<file path="src/rtl/rnf_pkg.sv">
// ----------------------------------------------------------------------------
// rnf_pkg
// Shared types, constants and character helpers for the radix number
// formatter: flag positions, divider sizing and controller/datapath links.
// ----------------------------------------------------------------------------
`default_nettype none

package rnf_pkg;

  // Flag bit positions within the flags field.
  localparam int FL_ZERO   = 0;
  localparam int FL_SIGNED = 1;
  localparam int FL_PLUS   = 2;
  localparam int FL_SPACE  = 3;
  localparam int FL_LEFT   = 4;
  localparam int FL_PREFIX = 5;
  localparam int FL_LOWER  = 6;

  localparam int ValueW    = 32;
  localparam int RadixW    = 6;
  localparam int FieldW    = 6;
  localparam int FlagsW    = 7;
  localparam int CharW     = 8;
  localparam int DigitW    = 6;
  localparam int DigitAddrW = 5;

  // The divider consumes this many dividend bits per cycle.
  localparam int DivChunk  = 8;
  localparam int DivSteps  = ValueW / DivChunk;
  localparam int DivStepW  = $clog2(DivSteps);

  localparam logic [RadixW-1:0] RadixMin = 6'd2;
  localparam logic [RadixW-1:0] RadixMax = 6'd36;
  localparam logic [RadixW-1:0] RadixOct = 6'd8;
  localparam logic [RadixW-1:0] RadixHex = 6'd16;

  localparam logic [CharW-1:0] ChSpace = 8'h20;
  localparam logic [CharW-1:0] ChPlus  = 8'h2B;
  localparam logic [CharW-1:0] ChMinus = 8'h2D;
  localparam logic [CharW-1:0] ChZero  = 8'h30;
  localparam logic [CharW-1:0] ChUpX   = 8'h58;
  localparam logic [CharW-1:0] ChLowX  = 8'h78;
  localparam logic [CharW-1:0] ChNone  = 8'h00;

  typedef enum logic [2:0] {
    CS_SPACE,
    CS_ZERO,
    CS_SIGN,
    CS_X,
    CS_DIGIT,
    CS_BAD
  } char_sel_t;

  typedef struct packed {
    logic      capture;
    logic      div_start;
    logic      plan;
    logic      emit;
    char_sel_t emit_sel;
    logic      emit_last;
    logic      dec_pad;
    logic      dec_pzero;
    logic      dec_idx;
  } cmd_t;

  typedef struct packed {
    logic       in_bad;
    logic       div_done;
    logic       quot_zero;
    logic       count_full;
    logic       pad_zero;
    logic       pad_one;
    logic       pzero_zero;
    logic       idx_last;
    logic       has_sign;
    logic [1:0] pfx_len;
    logic       lead_space;
    logic       lead_zero;
    logic       left;
    logic       out_free;
  } status_t;

  // Digit value to ASCII; values past the last symbol wrap around the set.
  function automatic logic [CharW-1:0] digit_char(input logic [DigitW-1:0] d,
                                                  input logic lower);
    logic [DigitW-1:0] dm;
    dm = (d >= 6'd36) ? 6'(d - 6'd36) : d;
    if (dm < 6'd10) begin
      digit_char = ChZero + {2'b00, dm};
    end else if (lower) begin
      digit_char = 8'h61 + {2'b00, 6'(dm - 6'd10)};
    end else begin
      digit_char = 8'h41 + {2'b00, 6'(dm - 6'd10)};
    end
  endfunction

endpackage

`default_nettype wire

</file>
<file path="src/rtl/radix_number_formatter_top.sv">
// ----------------------------------------------------------------------------
// radix_number_formatter_top
// Formats a 32-bit integer in radix 2 to 36 as a stream of ASCII characters.
// ----------------------------------------------------------------------------
// One item at a time: an item with a bad radix goes to a bad-radix state
// that gives its single error result once the output register is free.
// Otherwise the value is divided by the radix once per digit in a divider
// that takes 8 dividend bits a cycle; each digit takes a start, the divide
// steps and a step that stores the digit. After a planning step the
// characters leave at one per cycle while the output is not stalled; print
// phases that have nothing to show, or have just run out, give no character.
// The last character of an item may still wait in the output register while
// the next item is accepted.
`default_nettype none

module radix_number_formatter_top #(
  parameter int MAX_FIELD = 48
) (
  input  wire logic                       clk,
  input  wire logic                       rst_n,
  input  wire logic                       in_valid,
  output logic                            in_ready,
  input  wire logic [rnf_pkg::ValueW-1:0] in_value,
  input  wire logic [rnf_pkg::RadixW-1:0] in_radix,
  input  wire logic [rnf_pkg::FieldW-1:0] in_field_width,
  input  wire logic [rnf_pkg::FieldW-1:0] in_min_digits,
  input  wire logic [rnf_pkg::FlagsW-1:0] in_flags,
  output logic                            out_valid,
  input  wire logic                       out_ready,
  output logic [rnf_pkg::CharW-1:0]       out_char,
  output logic                            out_last,
  output logic                            out_bad_radix
);

  rnf_pkg::cmd_t    cmd;
  rnf_pkg::status_t st;

  rnf_ctrl u_ctrl (
    .clk      (clk),
    .rst_n    (rst_n),
    .in_valid (in_valid),
    .in_ready (in_ready),
    .st       (st),
    .cmd      (cmd)
  );

  rnf_datapath #(
    .MAX_FIELD (MAX_FIELD)
  ) u_dp (
    .clk            (clk),
    .rst_n          (rst_n),
    .in_value       (in_value),
    .in_radix       (in_radix),
    .in_field_width (in_field_width),
    .in_min_digits  (in_min_digits),
    .in_flags       (in_flags),
    .out_ready      (out_ready),
    .out_valid      (out_valid),
    .out_char       (out_char),
    .out_last       (out_last),
    .out_bad_radix  (out_bad_radix),
    .cmd            (cmd),
    .st             (st)
  );

endmodule

`default_nettype wire

</file>
<file path="src/rtl/rnf_divider.sv">
// ----------------------------------------------------------------------------
// rnf_divider
// Iterative restoring divider of a 32-bit value by a small radix. It takes
// one slice of dividend bits per cycle and returns quotient and remainder.
// ----------------------------------------------------------------------------
`default_nettype none

module rnf_divider (
  input  wire logic                          clk,
  input  wire logic                          rst_n,
  input  wire logic                          start,
  input  wire logic [rnf_pkg::ValueW-1:0]    dividend,
  input  wire logic [rnf_pkg::RadixW-1:0]    divisor,
  output logic                               done,
  output logic [rnf_pkg::ValueW-1:0]         quotient,
  output logic [rnf_pkg::DigitW-1:0]         remainder
);

  logic [rnf_pkg::ValueW-1:0]   dvd_r;
  logic [rnf_pkg::DigitW-1:0]   rem_r;
  logic [rnf_pkg::RadixW-1:0]   div_r;
  logic [rnf_pkg::DivStepW-1:0] step_r;
  logic                         busy_r;
  logic                         done_r;

  logic [rnf_pkg::DigitW-1:0]   rem_nxt;
  logic [rnf_pkg::DivChunk-1:0] qbits;

  // Shift the top slice of the dividend into the partial remainder, one bit
  // per step. The partial remainder always stays below the divisor.
  always_comb begin
    logic [rnf_pkg::DigitW:0] t;
    rem_nxt = rem_r;
    qbits   = '0;
    for (int k = 0; k < rnf_pkg::DivChunk; k++) begin
      t = {rem_nxt, dvd_r[rnf_pkg::ValueW-1-k]};
      if (t >= {1'b0, div_r}) begin
        rem_nxt = rnf_pkg::DigitW'(t - {1'b0, div_r});
        qbits[rnf_pkg::DivChunk-1-k] = 1'b1;
      end else begin
        rem_nxt = t[rnf_pkg::DigitW-1:0];
      end
    end
  end

  always_ff @(posedge clk) begin
    if (!rst_n) begin
      busy_r <= 1'b0;
      done_r <= 1'b0;
      step_r <= '0;
    end else begin
      done_r <= 1'b0;
      if (start) begin
        busy_r <= 1'b1;
        step_r <= '0;
      end else if (busy_r) begin
        step_r <= step_r + 1'b1;
        if (step_r == rnf_pkg::DivStepW'(rnf_pkg::DivSteps - 1)) begin
          busy_r <= 1'b0;
          done_r <= 1'b1;
        end
      end
    end
  end

  always_ff @(posedge clk) begin
    if (start) begin
      dvd_r <= dividend;
      rem_r <= '0;
      div_r <= divisor;
    end else if (busy_r) begin
      dvd_r <= {dvd_r[rnf_pkg::ValueW-rnf_pkg::DivChunk-1:0], qbits};
      rem_r <= rem_nxt;
    end
  end

  assign done      = done_r;
  assign quotient  = dvd_r;
  assign remainder = rem_r;

endmodule

`default_nettype wire

</file>
<file path="src/rtl/rnf_datapath.sv">
// ----------------------------------------------------------------------------
// rnf_datapath
// Holds the captured item, drives the divider, stores the digits, keeps the
// padding counters and builds each character in the output register.
// ----------------------------------------------------------------------------
`default_nettype none

module rnf_datapath #(
  parameter int MAX_FIELD = 48
) (
  input  wire logic                          clk,
  input  wire logic                          rst_n,
  input  wire logic [rnf_pkg::ValueW-1:0]    in_value,
  input  wire logic [rnf_pkg::RadixW-1:0]    in_radix,
  input  wire logic [rnf_pkg::FieldW-1:0]    in_field_width,
  input  wire logic [rnf_pkg::FieldW-1:0]    in_min_digits,
  input  wire logic [rnf_pkg::FlagsW-1:0]    in_flags,
  input  wire logic                          out_ready,
  output logic                               out_valid,
  output logic [rnf_pkg::CharW-1:0]          out_char,
  output logic                               out_last,
  output logic                               out_bad_radix,
  input  wire rnf_pkg::cmd_t                 cmd,
  output rnf_pkg::status_t                   st
);

  localparam int PadW = $clog2(MAX_FIELD + 1);
  localparam logic [rnf_pkg::FieldW-1:0] MaxF = rnf_pkg::FieldW'(MAX_FIELD);

  // Captured item.
  logic [rnf_pkg::ValueW-1:0] val_r;
  logic [rnf_pkg::RadixW-1:0] radix_r;
  logic [rnf_pkg::FieldW-1:0] width_r;
  logic [rnf_pkg::FieldW-1:0] prec_r;
  logic [rnf_pkg::CharW-1:0]  sign_char_r;
  logic                       has_sign_r;
  logic [1:0]                 pfx_len_r;
  logic                       lower_r;
  logic                       left_r;
  logic                       zero_r;

  // Digits and counters.
  logic [rnf_pkg::DigitW-1:0] digit_store [2**rnf_pkg::DigitAddrW];
  logic [rnf_pkg::DigitW-1:0] count_r;
  logic [rnf_pkg::DigitW-1:0] idx_r;
  logic [rnf_pkg::FieldW-1:0] pzero_r;
  logic [PadW-1:0]            pad_r;

  // Output register.
  logic                       out_valid_r;
  logic [rnf_pkg::CharW-1:0]  out_char_r;
  logic                       out_last_r;
  logic                       out_bad_r;

  logic                       div_done;
  logic [rnf_pkg::ValueW-1:0] div_quot;
  logic [rnf_pkg::DigitW-1:0] div_rem;

  rnf_divider u_div (
    .clk       (clk),
    .rst_n     (rst_n),
    .start     (cmd.div_start),
    .dividend  (val_r),
    .divisor   (radix_r),
    .done      (div_done),
    .quotient  (div_quot),
    .remainder (div_rem)
  );

  // Capture-time decode of the incoming item.
  logic                       neg;
  logic [rnf_pkg::ValueW-1:0] val_cap;
  logic [rnf_pkg::CharW-1:0]  sign_cap;
  logic                       has_sign_cap;
  logic [1:0]                 pfx_cap;

  always_comb begin
    neg     = in_flags[rnf_pkg::FL_SIGNED] && in_value[rnf_pkg::ValueW-1];
    val_cap = neg ? (rnf_pkg::ValueW'(0) - in_value) : in_value;
    has_sign_cap = 1'b1;
    if (neg) begin
      sign_cap = rnf_pkg::ChMinus;
    end else if (in_flags[rnf_pkg::FL_PLUS]) begin
      sign_cap = rnf_pkg::ChPlus;
    end else if (in_flags[rnf_pkg::FL_SPACE]) begin
      sign_cap = rnf_pkg::ChSpace;
    end else begin
      sign_cap     = rnf_pkg::ChNone;
      has_sign_cap = 1'b0;
    end
    if (in_flags[rnf_pkg::FL_PREFIX] && in_radix == rnf_pkg::RadixHex) begin
      pfx_cap = 2'd2;
    end else if (in_flags[rnf_pkg::FL_PREFIX] && in_radix == rnf_pkg::RadixOct) begin
      pfx_cap = 2'd1;
    end else begin
      pfx_cap = 2'd0;
    end
  end

  // Padding plan once all digits are known.
  logic [rnf_pkg::FieldW-1:0] prec_eff;
  logic signed [7:0]          size_s;
  logic [PadW-1:0]            pad_plan;

  always_comb begin
    prec_eff = (count_r > prec_r) ? count_r : prec_r;
    size_s   = $signed(8'(width_r)) - $signed(8'(has_sign_r))
             - $signed(8'(pfx_len_r)) - $signed(8'(prec_eff));
    pad_plan = (size_s > 8'sd0) ? size_s[PadW-1:0] : '0;
  end

  logic [rnf_pkg::DigitAddrW-1:0] rd_addr;
  logic [rnf_pkg::CharW-1:0]      char_nxt;

  assign rd_addr = rnf_pkg::DigitAddrW'(idx_r - 6'd1);

  // Characters that do not come from the digit store.
  always_comb begin
    case (cmd.emit_sel)
      rnf_pkg::CS_SPACE: char_nxt = rnf_pkg::ChSpace;
      rnf_pkg::CS_ZERO:  char_nxt = rnf_pkg::ChZero;
      rnf_pkg::CS_SIGN:  char_nxt = sign_char_r;
      rnf_pkg::CS_X:     char_nxt = lower_r ? rnf_pkg::ChLowX : rnf_pkg::ChUpX;
      rnf_pkg::CS_BAD:   char_nxt = rnf_pkg::ChNone;
      default:           char_nxt = rnf_pkg::ChNone;
    endcase
  end

  always_ff @(posedge clk) begin
    if (cmd.capture) begin
      val_r       <= val_cap;
      radix_r     <= in_radix;
      width_r     <= (in_field_width > MaxF) ? MaxF : in_field_width;
      prec_r      <= (in_min_digits > MaxF) ? MaxF : in_min_digits;
      sign_char_r <= sign_cap;
      has_sign_r  <= has_sign_cap;
      pfx_len_r   <= pfx_cap;
      lower_r     <= in_flags[rnf_pkg::FL_LOWER];
      left_r      <= in_flags[rnf_pkg::FL_LEFT];
      zero_r      <= in_flags[rnf_pkg::FL_ZERO] && !in_flags[rnf_pkg::FL_LEFT];
    end else if (div_done) begin
      val_r <= div_quot;
    end
    if (div_done) begin
      digit_store[count_r[rnf_pkg::DigitAddrW-1:0]] <= div_rem;
    end
    if (cmd.plan) begin
      pzero_r <= prec_eff - count_r;
    end else if (cmd.dec_pzero) begin
      pzero_r <= pzero_r - 1'b1;
    end
    if (cmd.emit) begin
      if (cmd.emit_sel == rnf_pkg::CS_DIGIT) begin
        out_char_r <= rnf_pkg::digit_char(digit_store[rd_addr], lower_r);
      end else begin
        out_char_r <= char_nxt;
      end
      out_last_r <= cmd.emit_last;
      out_bad_r  <= (cmd.emit_sel == rnf_pkg::CS_BAD);
    end
  end

  always_ff @(posedge clk) begin
    if (!rst_n) begin
      count_r     <= '0;
      idx_r       <= '0;
      pad_r       <= '0;
      out_valid_r <= 1'b0;
    end else begin
      if (cmd.capture) begin
        count_r <= '0;
      end else if (div_done) begin
        count_r <= count_r + 1'b1;
      end
      if (cmd.plan) begin
        idx_r <= count_r;
        pad_r <= pad_plan;
      end else begin
        if (cmd.dec_idx) begin
          idx_r <= idx_r - 1'b1;
        end
        if (cmd.dec_pad) begin
          pad_r <= pad_r - 1'b1;
        end
      end
      if (cmd.emit) begin
        out_valid_r <= 1'b1;
      end else if (out_ready) begin
        out_valid_r <= 1'b0;
      end
    end
  end

  always_comb begin
    st.in_bad     = (in_radix < rnf_pkg::RadixMin) || (in_radix > rnf_pkg::RadixMax);
    st.div_done   = div_done;
    st.quot_zero  = (div_quot == '0);
    st.count_full = (count_r == rnf_pkg::DigitW'(rnf_pkg::ValueW - 1));
    st.pad_zero   = (pad_r == '0);
    st.pad_one    = (pad_r == PadW'(1));
    st.pzero_zero = (pzero_r == '0);
    st.idx_last   = (idx_r == 6'd1);
    st.has_sign   = has_sign_r;
    st.pfx_len    = pfx_len_r;
    st.lead_space = !zero_r && !left_r;
    st.lead_zero  = zero_r;
    st.left       = left_r;
    st.out_free   = !out_valid_r || out_ready;
  end

  assign out_valid     = out_valid_r;
  assign out_char      = out_char_r;
  assign out_last      = out_last_r;
  assign out_bad_radix = out_bad_r;

endmodule

`default_nettype wire

</file>
<file path="src/rtl/rnf_ctrl.sv">
// ----------------------------------------------------------------------------
// rnf_ctrl
// Sequencer for one item: capture, repeated radix division, padding plan,
// then the character phases in print order; a bad radix gives an error.
// ----------------------------------------------------------------------------
`default_nettype none

module rnf_ctrl (
  input  wire logic             clk,
  input  wire logic             rst_n,
  input  wire logic             in_valid,
  output logic                  in_ready,
  input  wire rnf_pkg::status_t st,
  output rnf_pkg::cmd_t         cmd
);

  typedef enum logic [3:0] {
    S_IDLE,
    S_BAD,
    S_DIV_START,
    S_DIV_WAIT,
    S_PLAN,
    S_LSPACE,
    S_SIGN,
    S_PFX0,
    S_PFXX,
    S_LZERO,
    S_PZERO,
    S_DIGIT,
    S_TSPACE
  } state_t;

  state_t state_r, state_nxt;
  logic   ready_r;

  always_comb begin
    state_nxt     = state_r;
    cmd           = '0;
    cmd.emit_sel  = rnf_pkg::CS_ZERO;
    case (state_r)
      S_IDLE: begin
        if (in_valid && ready_r) begin
          cmd.capture = 1'b1;
          state_nxt   = st.in_bad ? S_BAD : S_DIV_START;
        end
      end
      S_BAD: begin
        if (st.out_free) begin
          cmd.emit      = 1'b1;
          cmd.emit_sel  = rnf_pkg::CS_BAD;
          cmd.emit_last = 1'b1;
          state_nxt     = S_IDLE;
        end
      end
      S_DIV_START: begin
        cmd.div_start = 1'b1;
        state_nxt     = S_DIV_WAIT;
      end
      S_DIV_WAIT: begin
        if (st.div_done) begin
          state_nxt = (st.quot_zero || st.count_full) ? S_PLAN : S_DIV_START;
        end
      end
      S_PLAN: begin
        cmd.plan  = 1'b1;
        state_nxt = S_LSPACE;
      end
      S_LSPACE: begin
        if (!st.lead_space || st.pad_zero) begin
          state_nxt = S_SIGN;
        end else if (st.out_free) begin
          cmd.emit     = 1'b1;
          cmd.emit_sel = rnf_pkg::CS_SPACE;
          cmd.dec_pad  = 1'b1;
        end
      end
      S_SIGN: begin
        if (!st.has_sign) begin
          state_nxt = S_PFX0;
        end else if (st.out_free) begin
          cmd.emit     = 1'b1;
          cmd.emit_sel = rnf_pkg::CS_SIGN;
          state_nxt    = S_PFX0;
        end
      end
      S_PFX0: begin
        if (st.pfx_len == 2'd0) begin
          state_nxt = S_LZERO;
        end else if (st.out_free) begin
          cmd.emit     = 1'b1;
          cmd.emit_sel = rnf_pkg::CS_ZERO;
          state_nxt    = (st.pfx_len == 2'd2) ? S_PFXX : S_LZERO;
        end
      end
      S_PFXX: begin
        if (st.out_free) begin
          cmd.emit     = 1'b1;
          cmd.emit_sel = rnf_pkg::CS_X;
          state_nxt    = S_LZERO;
        end
      end
      S_LZERO: begin
        if (!st.lead_zero || st.pad_zero) begin
          state_nxt = S_PZERO;
        end else if (st.out_free) begin
          cmd.emit     = 1'b1;
          cmd.emit_sel = rnf_pkg::CS_ZERO;
          cmd.dec_pad  = 1'b1;
        end
      end
      S_PZERO: begin
        if (st.pzero_zero) begin
          state_nxt = S_DIGIT;
        end else if (st.out_free) begin
          cmd.emit      = 1'b1;
          cmd.emit_sel  = rnf_pkg::CS_ZERO;
          cmd.dec_pzero = 1'b1;
        end
      end
      S_DIGIT: begin
        if (st.out_free) begin
          cmd.emit      = 1'b1;
          cmd.emit_sel  = rnf_pkg::CS_DIGIT;
          cmd.emit_last = st.idx_last && (!st.left || st.pad_zero);
          cmd.dec_idx   = 1'b1;
          if (st.idx_last) begin
            state_nxt = (st.left && !st.pad_zero) ? S_TSPACE : S_IDLE;
          end
        end
      end
      S_TSPACE: begin
        if (st.out_free) begin
          cmd.emit      = 1'b1;
          cmd.emit_sel  = rnf_pkg::CS_SPACE;
          cmd.emit_last = st.pad_one;
          cmd.dec_pad   = 1'b1;
          if (st.pad_one) begin
            state_nxt = S_IDLE;
          end
        end
      end
      default: begin
        state_nxt = S_IDLE;
      end
    endcase
  end

  always_ff @(posedge clk) begin
    if (!rst_n) begin
      state_r <= S_IDLE;
      ready_r <= 1'b1;
    end else begin
      state_r <= state_nxt;
      ready_r <= (state_nxt == S_IDLE);
    end
  end

  assign in_ready = ready_r;

endmodule

`default_nettype wire

</file>
<file path="config.mk">
export PLATFORM = sky130hd
export DESIGN_NAME = radix_number_formatter_top
export DESIGN_NICKNAME = d
export VERILOG_FILES = /design/src/rtl/rnf_pkg.sv /design/src/rtl/radix_number_formatter_top.sv /design/src/rtl/rnf_divider.sv /design/src/rtl/rnf_datapath.sv /design/src/rtl/rnf_ctrl.sv
export SDC_FILE = /design/constraint.sdc
export NUM_CORES = 1
export LEC_CHECK = 0
export BUFFER_PORTS_ARGS = -buffer_cell sky130_fd_sc_hd__buf_2
export CAP_MARGIN = 5
export CORE_MARGIN = 2
export CORE_UTILIZATION = 43
export DETAILED_ROUTE_END_ITERATION = 8
export GPL_ROUTABILITY_DRIVEN = 0
export PLACE_DENSITY = 0.64
export SETUP_SLACK_MARGIN = 0.3
export SYNTH_ARGS = -nofsm -noshare
export SYNTH_HDL_FRONTEND = slang
export SYNTH_SLANG_ARGS = --single-unit
</file>
<file path="constraint.sdc">
create_clock -name clk -period 29.4 [get_ports clk]
set_clock_uncertainty 0.05 [all_clocks]
set_input_delay 4.41 -clock clk [delete_from_list [all_inputs] [get_ports clk]]
set_output_delay 4.41 -clock clk [all_outputs]
set_load 0.03 [all_outputs]
</file>
==> results.txt, run 1 <==
The flow ran to the end, and the final reports show no timing, DRC or antenna violations. The portion of synthesized area spent on multiplexers is 0.104. The via count of the first global-routing pass came out at 12300. Of the total synthesized cell area, the portion taken by full adders, half adders and majority gates is 0.0733.

The netlist area before placement is 0.0187 mm². In this run, post-CTS repair resized a total of 0 instances. The layout overhead on the synthesized area came out at 11.8%. The count of final hold-check violations came out at 0. In this design, the largest share of critical-path delay is due to compound AO/OA/AOI/OAI gates.

The ratio of cells with drive above 1 in the final layout came out at 0.157. Entering global routing, the biggest net connects 69 pins. Yosys mapped a number of flops with a built-in enable equal to 305. The initial antenna violation count is 0. The via-per-instance ratio came out at 5.53. The final critical path time including I/O delays and setup is 17.39 ns. Input and output buffers added on the ports amount to 72.

After clock tree synthesis, the clock-pin slew on the worst setup and hold paths is 0.06 ns. The post-synthesis simple-gate area fraction is 0.122. The critical path is of the register to register type. The number of buffers created by CTS came out at 39. The tree is rooted in a clkbuf_16.

The area share of xor/xnor cells in the synthesized design is 0.0416. The first TritonRoute pass finished after 5 iterations. For this run, asynchronously set or reset flops after synthesis account for 0. The standard cell with the maximum stage delay on the critical path is dfxtp_1. The final core utilization is 0.487. STA classifies the critical path endpoint as a register.

After filler insertion, the fill cell instance count of the layout stands at 3834. Setup violations remaining at the end of the flow were counted as 0. The first-pass GRT wire length came out at 66900 µm. The net count of the finished layout is 1803.

The complex-gate fraction of the synthesized area came out at 0.102. The count of nets left with antenna violations once routing finished came out at 0. The sum of negative setup slack is 0 ns.

The number of synthesis warnings is 0. The final routed DRC violation total came out at 0. The number of buffer and inverter stages on the critical path is 6. The total global-route track usage came out at 0.191. The cell count after synthesis came out at 1565. The final period utilization came out at 0.592. The maximum cell stage delay along the critical path came out at 1.09 ns. The antenna diode count is 0.

The wire length per cell came out at 18.8 µm. The register area share after synthesis came out at 0.526. The average instance in the mapped netlist occupies 12.0 µm². By area, the combinational part of the netlist is dominated by simple AND/OR/NAND/NOR gates. The HPWL after detailed placement is 30100 µm. The slew of the pin with the lowest slew margin is 1.16 ns. Counting distinct cell types in the post-synthesis netlist gives 92. The most used flip-flop cell after synthesis is edfxtp_1. In this design, the critical path's most frequently occurring cell is ha_1. The number of nets handed over by synthesis was 1729. The post-cts hold buffer count is 0. The die is 213 µm tall. Setup repair after global routing left no endpoint under its margin.

The largest driver fanout on the critical path came out at 35. The global route total overflow is 0. The via total after detailed routing came out at 12400.

The maximum frequency from static timing analysis is 57.5 MHz. The row count came out at 76. TritonCTS built the clock tree. After synthesis the netlist holds a flip-flop and latch count of 339. The data required time of the worst path is 29.83 ns. The detailed router finished its first iteration with 837 violations. The count of buffers added by post-CTS timing repair for setup is 0. The die width came out at 213 µm.

The effective utilization at floorplan is 0.436. In this run the count of I/O pins placed on the die edge is 73. The floorplan step defined a die boundary enclosing 0.0452 mm². The worst hold path belongs to the class register to register. The core outline area is 0.0430 mm². In this run the deepest clock path goes through 3 buffers. The H-tree depth came out at 2.

The worst slew margin relative to its limit is 0.224. STA classifies the critical path startpoint as a register. The arrival time of the worst setup path came out at 17.83 ns.

At the later pin of the worst-skew pair, clock insertion delay measures 0.55 ns. The total wirelength of the detailed-routed design is 42400 µm. The max-slew violation count is 0. The reported max-cap violation count came out at 0.

CTS saw 339 sinks.
[cells in the final DEF (no fill, tap or decap), drive strengths merged, types with 44 or more instances in the layout]
cell / netlist / routed
a21oi: 72 / 72
buf: 18 / 86
clkbuf: 35 / 44
edfxtp: 305 / 305
ha: 92 / 92
inv: 91 / 95
mux4: 60 / 60
nand2: 197 / 197
nor2: 135 / 135
o21ai: 90 / 90
xnor2: 52 / 52
[Yosys cell counts (all sizes together) (19+ instances only)]
cell	n	area [µm²]
xor2	37	324
nand3	19	95.1
mux2i	31	339
nand2	197	739
nor3	26	130
dfxtp	34	681
xnor2	52	455
mux4	60	1350
edfxtp	305	9160
nor2b	27	169
inv	91	342
clkbuf	35	131
ha	92	1150
o21ai	90	462
mux2	21	259
nor2	135	509
a21oi	72	387
[kinds of logic (layout without fill, tap and decap cells)]
kind of cell,Yosys count,count (layout)
buffers and inverters,145,247
multiplexers,112,112
adder cells (fa/ha/maj),103,103
flip-flops,339,339
AND/OR/NAND/NOR,497,497
XOR/XNOR,89,89
AO/OA/AOI/OAI,280,280
[worst paths after layout]
path	startpoint	to	slack [ns]	cells past startpoint
hold / removal	u_dp.radix_r[2]	u_dp.u_div.div_r[2]	0.37	0
setup / recovery	u_dp.u_div.remainder[3]	u_dp.u_div.remainder[0]	12.01	72
hold reg to reg	u_dp.radix_r[2]	u_dp.u_div.div_r[2]	0.37	0
setup reg to reg	u_dp.u_div.remainder[3]	u_dp.u_div.remainder[0]	12.01	72
[layout make-up]
type | instances | area [µm²] | area share
clock buffers | 44 | 1010 | 0.0485
clock inverters | 25 | 238 | 0.0114
inverters | 92 | 345 | 0.0165
multi-input cells | 1081 | 8300 | 0.396
flip-flops and latches | 339 | 9840 | 0.470
well taps | 585 | 732 | 0.0350
repair buffers | 86 | 465 | 0.0222
[registers in the layout (all words and copies together) (netlist names), 3 cells and up]
signal                count
u_dp.sign_char_r          3
u_dp.pad_r                6
u_dp.pzero_r              6
u_dp.u_div.remainder      6
u_dp.radix_r              6
u_dp.digit_store        192
u_dp.prec_r               6
u_dp.idx_r                6
u_dp.u_div.quotient      32
u_dp.out_char             8
u_dp.width_r              6
u_dp.u_div.div_r          6
u_ctrl.state_r            4
u_dp.val_r               32
u_dp.count_r              6
[through the flow]
stage	hold slack (ns)	cells	setup WS (ns)	cell area [µm²]
after detailed placement	0.355	2183	12.33	19700
final	0.370	2252	12.01	20900
after floorplan	0.350	1565	14.70	18700
after global routing	0.379	2252	10.69	20900
after CTS	0.371	2252	12.28	20900
after global placement	0.357	2183	13.02	19700
[per-layer routing]
layer	wire, µm	part of all wire	GRT usage	up-vias
met4	920	0.022	0.0557	0
met3	2070	0.049	0.0291	63
met1	18800	0.44	0.257	6108
li1	-	-	-	5946
met5	0	0	0	-
met2	20600	0.49	0.322	330
Power of run 1 is left out: the tool's default activity adds up to more than one toggle a clock period on the data nets, which glitch-free logic cannot reach.
==> run 2, diff against run 1 <==
Clock period 29.4 ns to 17.3 ns, I/O delays scaled along.
==> results.txt, run 2 (synthesized netlist as in run 1, its figures left out) <==
The min-delay analysis places its worst path in the category register to register. The area of the die is 0.0452 mm² (unchanged). The flip-flop count of the largest register, all copies and words added is 192 (unchanged). The chip height came to 213 µm (unchanged). The post-cts hold buffer count came out at 0 (unchanged). The tree is rooted in a clkbuf_16. The H-tree depth is 2 (unchanged).

The data required time of the worst path is 17.73 ns (-12.10 ns). The number of violations reported at the end of detailed-routing iteration 0 was 1050 (+25%). The total placed cells including tap cells came out at 2189 (+0.27%). The number of buffer and inverter stages on the critical path is 6 (unchanged).

The remaining antenna violation count came out at 0 (unchanged). The worst slew margin relative to its limit is 0.246 (+0.0224). The reported max-cap violation count is 0 (unchanged). The critical path endpoint category is a register. The initial antenna violation count is 0 (unchanged). The standard cell with the maximum stage delay on the critical path is ha_1. The final routed DRC violation total is 0 (unchanged). The total global-route track usage came out at 0.193 (+0.00175). The count of endpoints failing setup in the final report is 0 (unchanged). The final standard cell count with taps included and fillers excluded is 2262 (+0.44%). The library cells used most frequently in the layout, excluding fill and tap cells, are 305 x edfxtp_1, 197 x nand2_1, 134 x nor2_1. The row count was 76 (unchanged).

The total wirelength of the detailed-routed design came to 42900 µm (+1.4%). The effective utilization at floorplan is 0.436 (unchanged). The sum of negative setup slack came out at 0 ns (unchanged). The maximum cell stage delay along the critical path came to 0.48 ns (-0.61 ns). The core outline area came to 0.0430 mm² (unchanged). The TritonCTS clock tree is done. Among the stages of the critical path, the cell type that occurs most often is ha_1. The clock transition time at the flip-flop clock pins of the worst setup and hold paths is 0.06 ns (about the same). The post-place setup slack came out at 0.824 ns (-11.50 ns). The critical path start-end classification is register to register.

The number of nets in the layout is 1815 (+0.67%). The worst hold-check slack came out at 0.373 ns (+0.00268 ns). The slew of the pin with the lowest slew margin came out at 1.13 ns (-0.0332 ns). The final critical path time including I/O delays and setup is 15.91 ns (-1.48 ns). The count of final hold-check violations came out at 0 (unchanged). The pin count of the biggest net entering global routing came to 69 (unchanged). The later-pin clock latency in the skew report came to 0.56 ns (about the same).

The die width came out at 213 µm (unchanged). The largest driver fanout on the critical path is 16 (-54%). The number of inserted filler cells in the final layout is 3787 (-1.2%). The final period utilization was 0.920 (+0.328). The slack of the critical path is 1.39 ns (-10.62 ns). The wire length per cell came out at 19.0 µm (+0.94%). The detailed-router iteration count before antenna repair is 5 (unchanged). The global route total overflow came out at 0 (unchanged). The via-per-instance ratio is 5.51 (-0.27%). The first-pass GRT wire length is 67500 µm (+0.91%). The worst setup slack for register-to-register paths is 1.39 ns (-10.62 ns). The kind of cell with the highest combined delay along the critical path is compound AO/OA/AOI/OAI gates. The number of buffers created by CTS came out at 38 (-2.6%). The flow ran to the end, and the final reports show no timing, DRC or antenna violations. The maximum frequency from static timing analysis came out at 62.8 MHz (+9.3%).

The worst setup path is launched from a register. The HPWL after detailed placement came out at 30000 µm (-0.36%). The total number of clock tree sinks came out at 339 (unchanged). The layout overhead on the synthesized area is 12.7%. The library cell used most frequently in the layout, excluding fill and tap cells, is edfxtp_1. The port buffer count is 72 (unchanged).

The via count of the first global-routing pass is 12200 (-0.33%). The max-slew violation count is 0 (unchanged). Setup repair after global routing left no endpoint under its margin. The ratio of cells with drive above 1 in the final layout was 0.163 (+0.00692). The arrival time of the worst setup path came to 16.34 ns (-1.49 ns). The maximum buffer depth of the clock tree is 3 (unchanged). The via total after detailed routing is 12500 (+0.18%). The I/O pin count came out at 73 (unchanged).
## run 2: through the flow
stage,utilization,instance area [µm²]
after floorplan,-,18700
after global placement,0.459,19700
after detailed placement,0.459,19700
after CTS,0.488,21000
after global routing,0.491,21100
final,0.491,21100
## run 2: area by class of cell
class,count,area (µm²),area share
Tap cell,585,732,0.0347
Multi-Input combinational cell,1081,8370,0.397
Clock inverter,23,238,0.0113
Timing Repair Buffer,99,567,0.0269
Clock buffer,42,987,0.0468
Antenna cell,1,2.50,0.000119
Sequential cell,339,9840,0.467
Inverter,92,349,0.0166
## run 2: worst reg2reg max path: cells and delay by family, from the launching register on
kind / cells / cell delay (ns)
AO/OA/AOI/OAI: 35 / 7.23
adder cells (fa/ha/maj): 8 / 2.31
buffers and inverters: 6 / 0.66
flip-flops: 1 / 0.37
multiplexers: 9 / 3.02
AND/OR/NAND/NOR: 13 / 2.24
## run 2: repair_timing
item	4_1_cts	5_1_grt
setup buffers	0	7
setup endpoints to repair	0	7
gates resized for setup	0	18
## run 2: per-layer routing
metal	up-vias	share of wire	GRT usage
met5	-	0	0
met4	0	0.024	0.0622
met3	64	0.046	0.0237
met2	324	0.49	0.326
met1	6125	0.44	0.260
li1	5956	-	-
## run 2: path summary, 6_finish.rpt
| path | startpoint | to | cells past startpoint |
|---|---|---|---|
| max | u_dp.u_div.div_r[2] | u_dp.u_div.remainder[0] | 71 |
| min | u_dp.radix_r[3] | u_dp.u_div.div_r[3] | 0 |
| max reg2reg | u_dp.u_div.div_r[2] | u_dp.u_div.remainder[0] | 71 |
| min reg2reg | u_dp.radix_r[3] | u_dp.u_div.div_r[3] | 0 |
Power of run 2 is left out for the same reason.
==> run 3, diff against run 2 <==
Settings changed: BUFFER_PORTS_ARGS -buffer_cell sky130_fd_sc_hd__buf_2 to -buffer_cell sky130_fd_sc_hd__buf_4.
==> results.txt, run 3 (synthesized netlist as in run 1, its figures left out) <==
The pin count of the biggest net entering global routing was 69 (unchanged). The chip height is 213 µm (unchanged). The largest driver fanout on the critical path is 16 (unchanged). The worst setup path is captured at a register. The port buffer count is 72 (unchanged). The number of buffer and inverter stages on the critical path is 7 (+1).

The detailed-router iteration count before antenna repair came out at 6 (+1). The antenna diode count is 0 (-1). The max-slew violation count came to 0 (unchanged). The total number of clock tree sinks is 339 (unchanged). The HPWL after detailed placement is 29800 µm (-0.35%). The worst setup slack for register-to-register paths is 1.65 ns (+0.27 ns). By instance count, the cell type seen most on the critical path is ha_1. The arrival time of the worst setup path came out at 16.08 ns (-0.26 ns). The path type of the worst min-delay path is register to register.

The worst slew margin relative to its limit was 0.239 (-0.00667). TritonCTS built the clock tree. The die width came out at 213 µm (unchanged). The met1 global-route usage came out at 0.261 (+0.000740). The total global-route track usage is 0.192 (-0.000887). The maximum frequency from static timing analysis is 63.9 MHz (+1.7%). The remaining antenna violation count came out at 0 (unchanged).

The startpoint of the worst register-to-register path is u_dp.u_div.div_r[4]. The ratio of cells with drive above 1 in the final layout was 0.166 (+0.00259). The post-route cell area came out at 0.0212 mm² (+0.68%). The count of final hold-check violations came out at 0 (unchanged). From synthesis to final layout, the design area changed by 13.4%. The clock transition time at the flip-flop clock pins of the worst setup and hold paths came to 0.06 ns (about the same).

The top cell types in the final layout, fill and taps aside, are 305 x edfxtp_1, 197 x nand2_1, 134 x nor2_1. The standard cell area after detailed placement was 0.0199 mm² (+0.91%). The wire length per cell came out at 18.9 µm (-0.24%). The final routed DRC violation total is 0 (unchanged). In this design, the largest share of critical-path delay is due to compound AO/OA/AOI/OAI gates. The number of stages on the worst setup path is 73 (+2.8%). The first-pass GRT wire length came out at 67400 µm (-0.19%). The final period utilization is 0.904 (-0.0154). The total wirelength of the detailed-routed design came to 42900 µm (-0.11%). The slowest stage of the critical path belongs to the cell o31ai_2. The via-per-instance ratio is 5.48 (-0.56%).

The worst hold-check slack is 0.371 ns (-0.00161 ns). The startpoint type of the worst setup path is a register. The final standard cell count with taps included and fillers excluded is 2265 (+0.13%).

The area of the die is 0.0452 mm² (unchanged). The library cell used most frequently in the layout, excluding fill and tap cells, is edfxtp_1. The data required time of the worst path came out at 17.73 ns (about the same). The busiest layer in global routing is met2. The sum of negative setup slack is 0 ns (unchanged). The later-pin clock latency in the skew report was 0.55 ns (about the same). The effective utilization at floorplan is 0.436 (unchanged). The I/O pin count came out at 73 (unchanged). The flip-flop count of the largest register, all copies and words added is 192 (unchanged). The run finished with clean final reports. The row count came out at 76 (unchanged). The via count of the first global-routing pass came to 12400 (+1.1%). The tree is rooted in a clkbuf_16. The global route total overflow came to 0 (unchanged). The worst setup path is of the register to register kind. The critical path starts at u_dp.u_div.div_r[4].

Setup repair after global routing left no endpoint under its margin. The number of buffers created by CTS was 37 (-2.6%). The total placed cells including tap cells came to 2188 (-0.046%).

The core outline area is 0.0430 mm² (unchanged). The final critical path time including I/O delays and setup is 15.65 ns (-0.266 ns). The number of violations reported at the end of detailed-routing iteration 0 came out at 1104 (+5.1%). The H-tree depth came out at 2 (unchanged). The maximum cell stage delay along the critical path came out at 0.47 ns (about the same).

The reported max-cap violation count is 0 (unchanged). The number of nets in the layout came out at 1815 (unchanged). The via total after detailed routing came out at 12400 (-0.43%). The met3 layer usage reported by global route was 0.0288 (+0.00515). The length in cells of the worst reg-to-reg path came out at 73 (+2.8%).

The count of endpoints failing setup in the final report was 0 (unchanged). The slew of the pin with the lowest slew margin is 1.13 ns (+0.00507 ns). The initial antenna violation count came out at 0 (unchanged). The maximum buffer depth of the clock tree came out at 3 (unchanged). The endpoint identified for the worst register-to-register timing path is u_dp.u_div.remainder[0]. The global-route track usage on met2 is 0.316 (-0.00935).

The critical path endpoint is u_dp.u_div.remainder[0].
-- run 3: cell count changes in the layout (fill, tap and decap cells not counted), moves of 2 or more --
cell	previous run	this run
clkinv_2	3	7
clkbuf_1	3	10
clkinv_4	2	0
buf_2	72	0
clkbuf_8	0	2
clkbuf_16	39	37
inv_6	1	3
clkinv_1	10	4
buf_4	26	98
-- run 3: worst min path at each step --
stage	slack, ns	cells past startpoint	from	end
after floorplan	0.35	0	u_dp.radix_r[0]	u_dp.u_div.div_r[0]
after global placement	0.36	0	u_dp.radix_r[5]	u_dp.u_div.div_r[5]
after detailed placement	0.36	0	u_dp.radix_r[5]	u_dp.u_div.div_r[5]
after CTS	0.37	0	u_dp.radix_r[5]	u_dp.u_div.div_r[5]
after global routing	0.38	0	u_dp.radix_r[5]	u_dp.u_div.div_r[5]
final	0.37	0	u_dp.radix_r[5]	u_dp.u_div.div_r[5]
-- run 3: stage by stage --
stage | util | setup slack, ns
after CTS | 0.491 | 0.359
after floorplan | - | 2.60
after detailed placement | 0.463 | 0.448
after global placement | 0.463 | 0.872
after global routing | 0.494 | 0.366
final | 0.494 | 1.65
-- run 3: cell type report --
class | instances | area [µm²]
clock inverter | 19 | 198
multi-input combinational | 1081 | 8360
sequential | 339 | 9840
fill | 3786 | 21700
clock buffer | 49 | 991
inverter | 92 | 349
timing repair buffer | 100 | 758
tap | 585 | 732
-- run 3: routing by layer --
| layer | part of all wire | wire length [µm] |
|---|---|---|
| met1 | 0.44 | 19100 |
| met2 | 0.48 | 20600 |
| met3 | 0.049 | 2080 |
| met4 | 0.026 | 1120 |
| met5 | 0 | 0 |
-- run 3: repair_timing --
action                                  CTS  global route
hold buffers                              0             0
gates resized for setup                   0            18
endpoints found under the setup margin    0             7
setup buffers                             0             9
-- run 3: worst register-to-register path: cells and delay by family, from the launching register on --
kind	cells	cell delay, ns
compound gates	36	6.97
fa+ha+maj	8	2.35
buf+inv	7	0.65
flops	1	0.35
mux	9	2.87
simple gates	13	2.31
Power of run 3 is left out for the same reason.
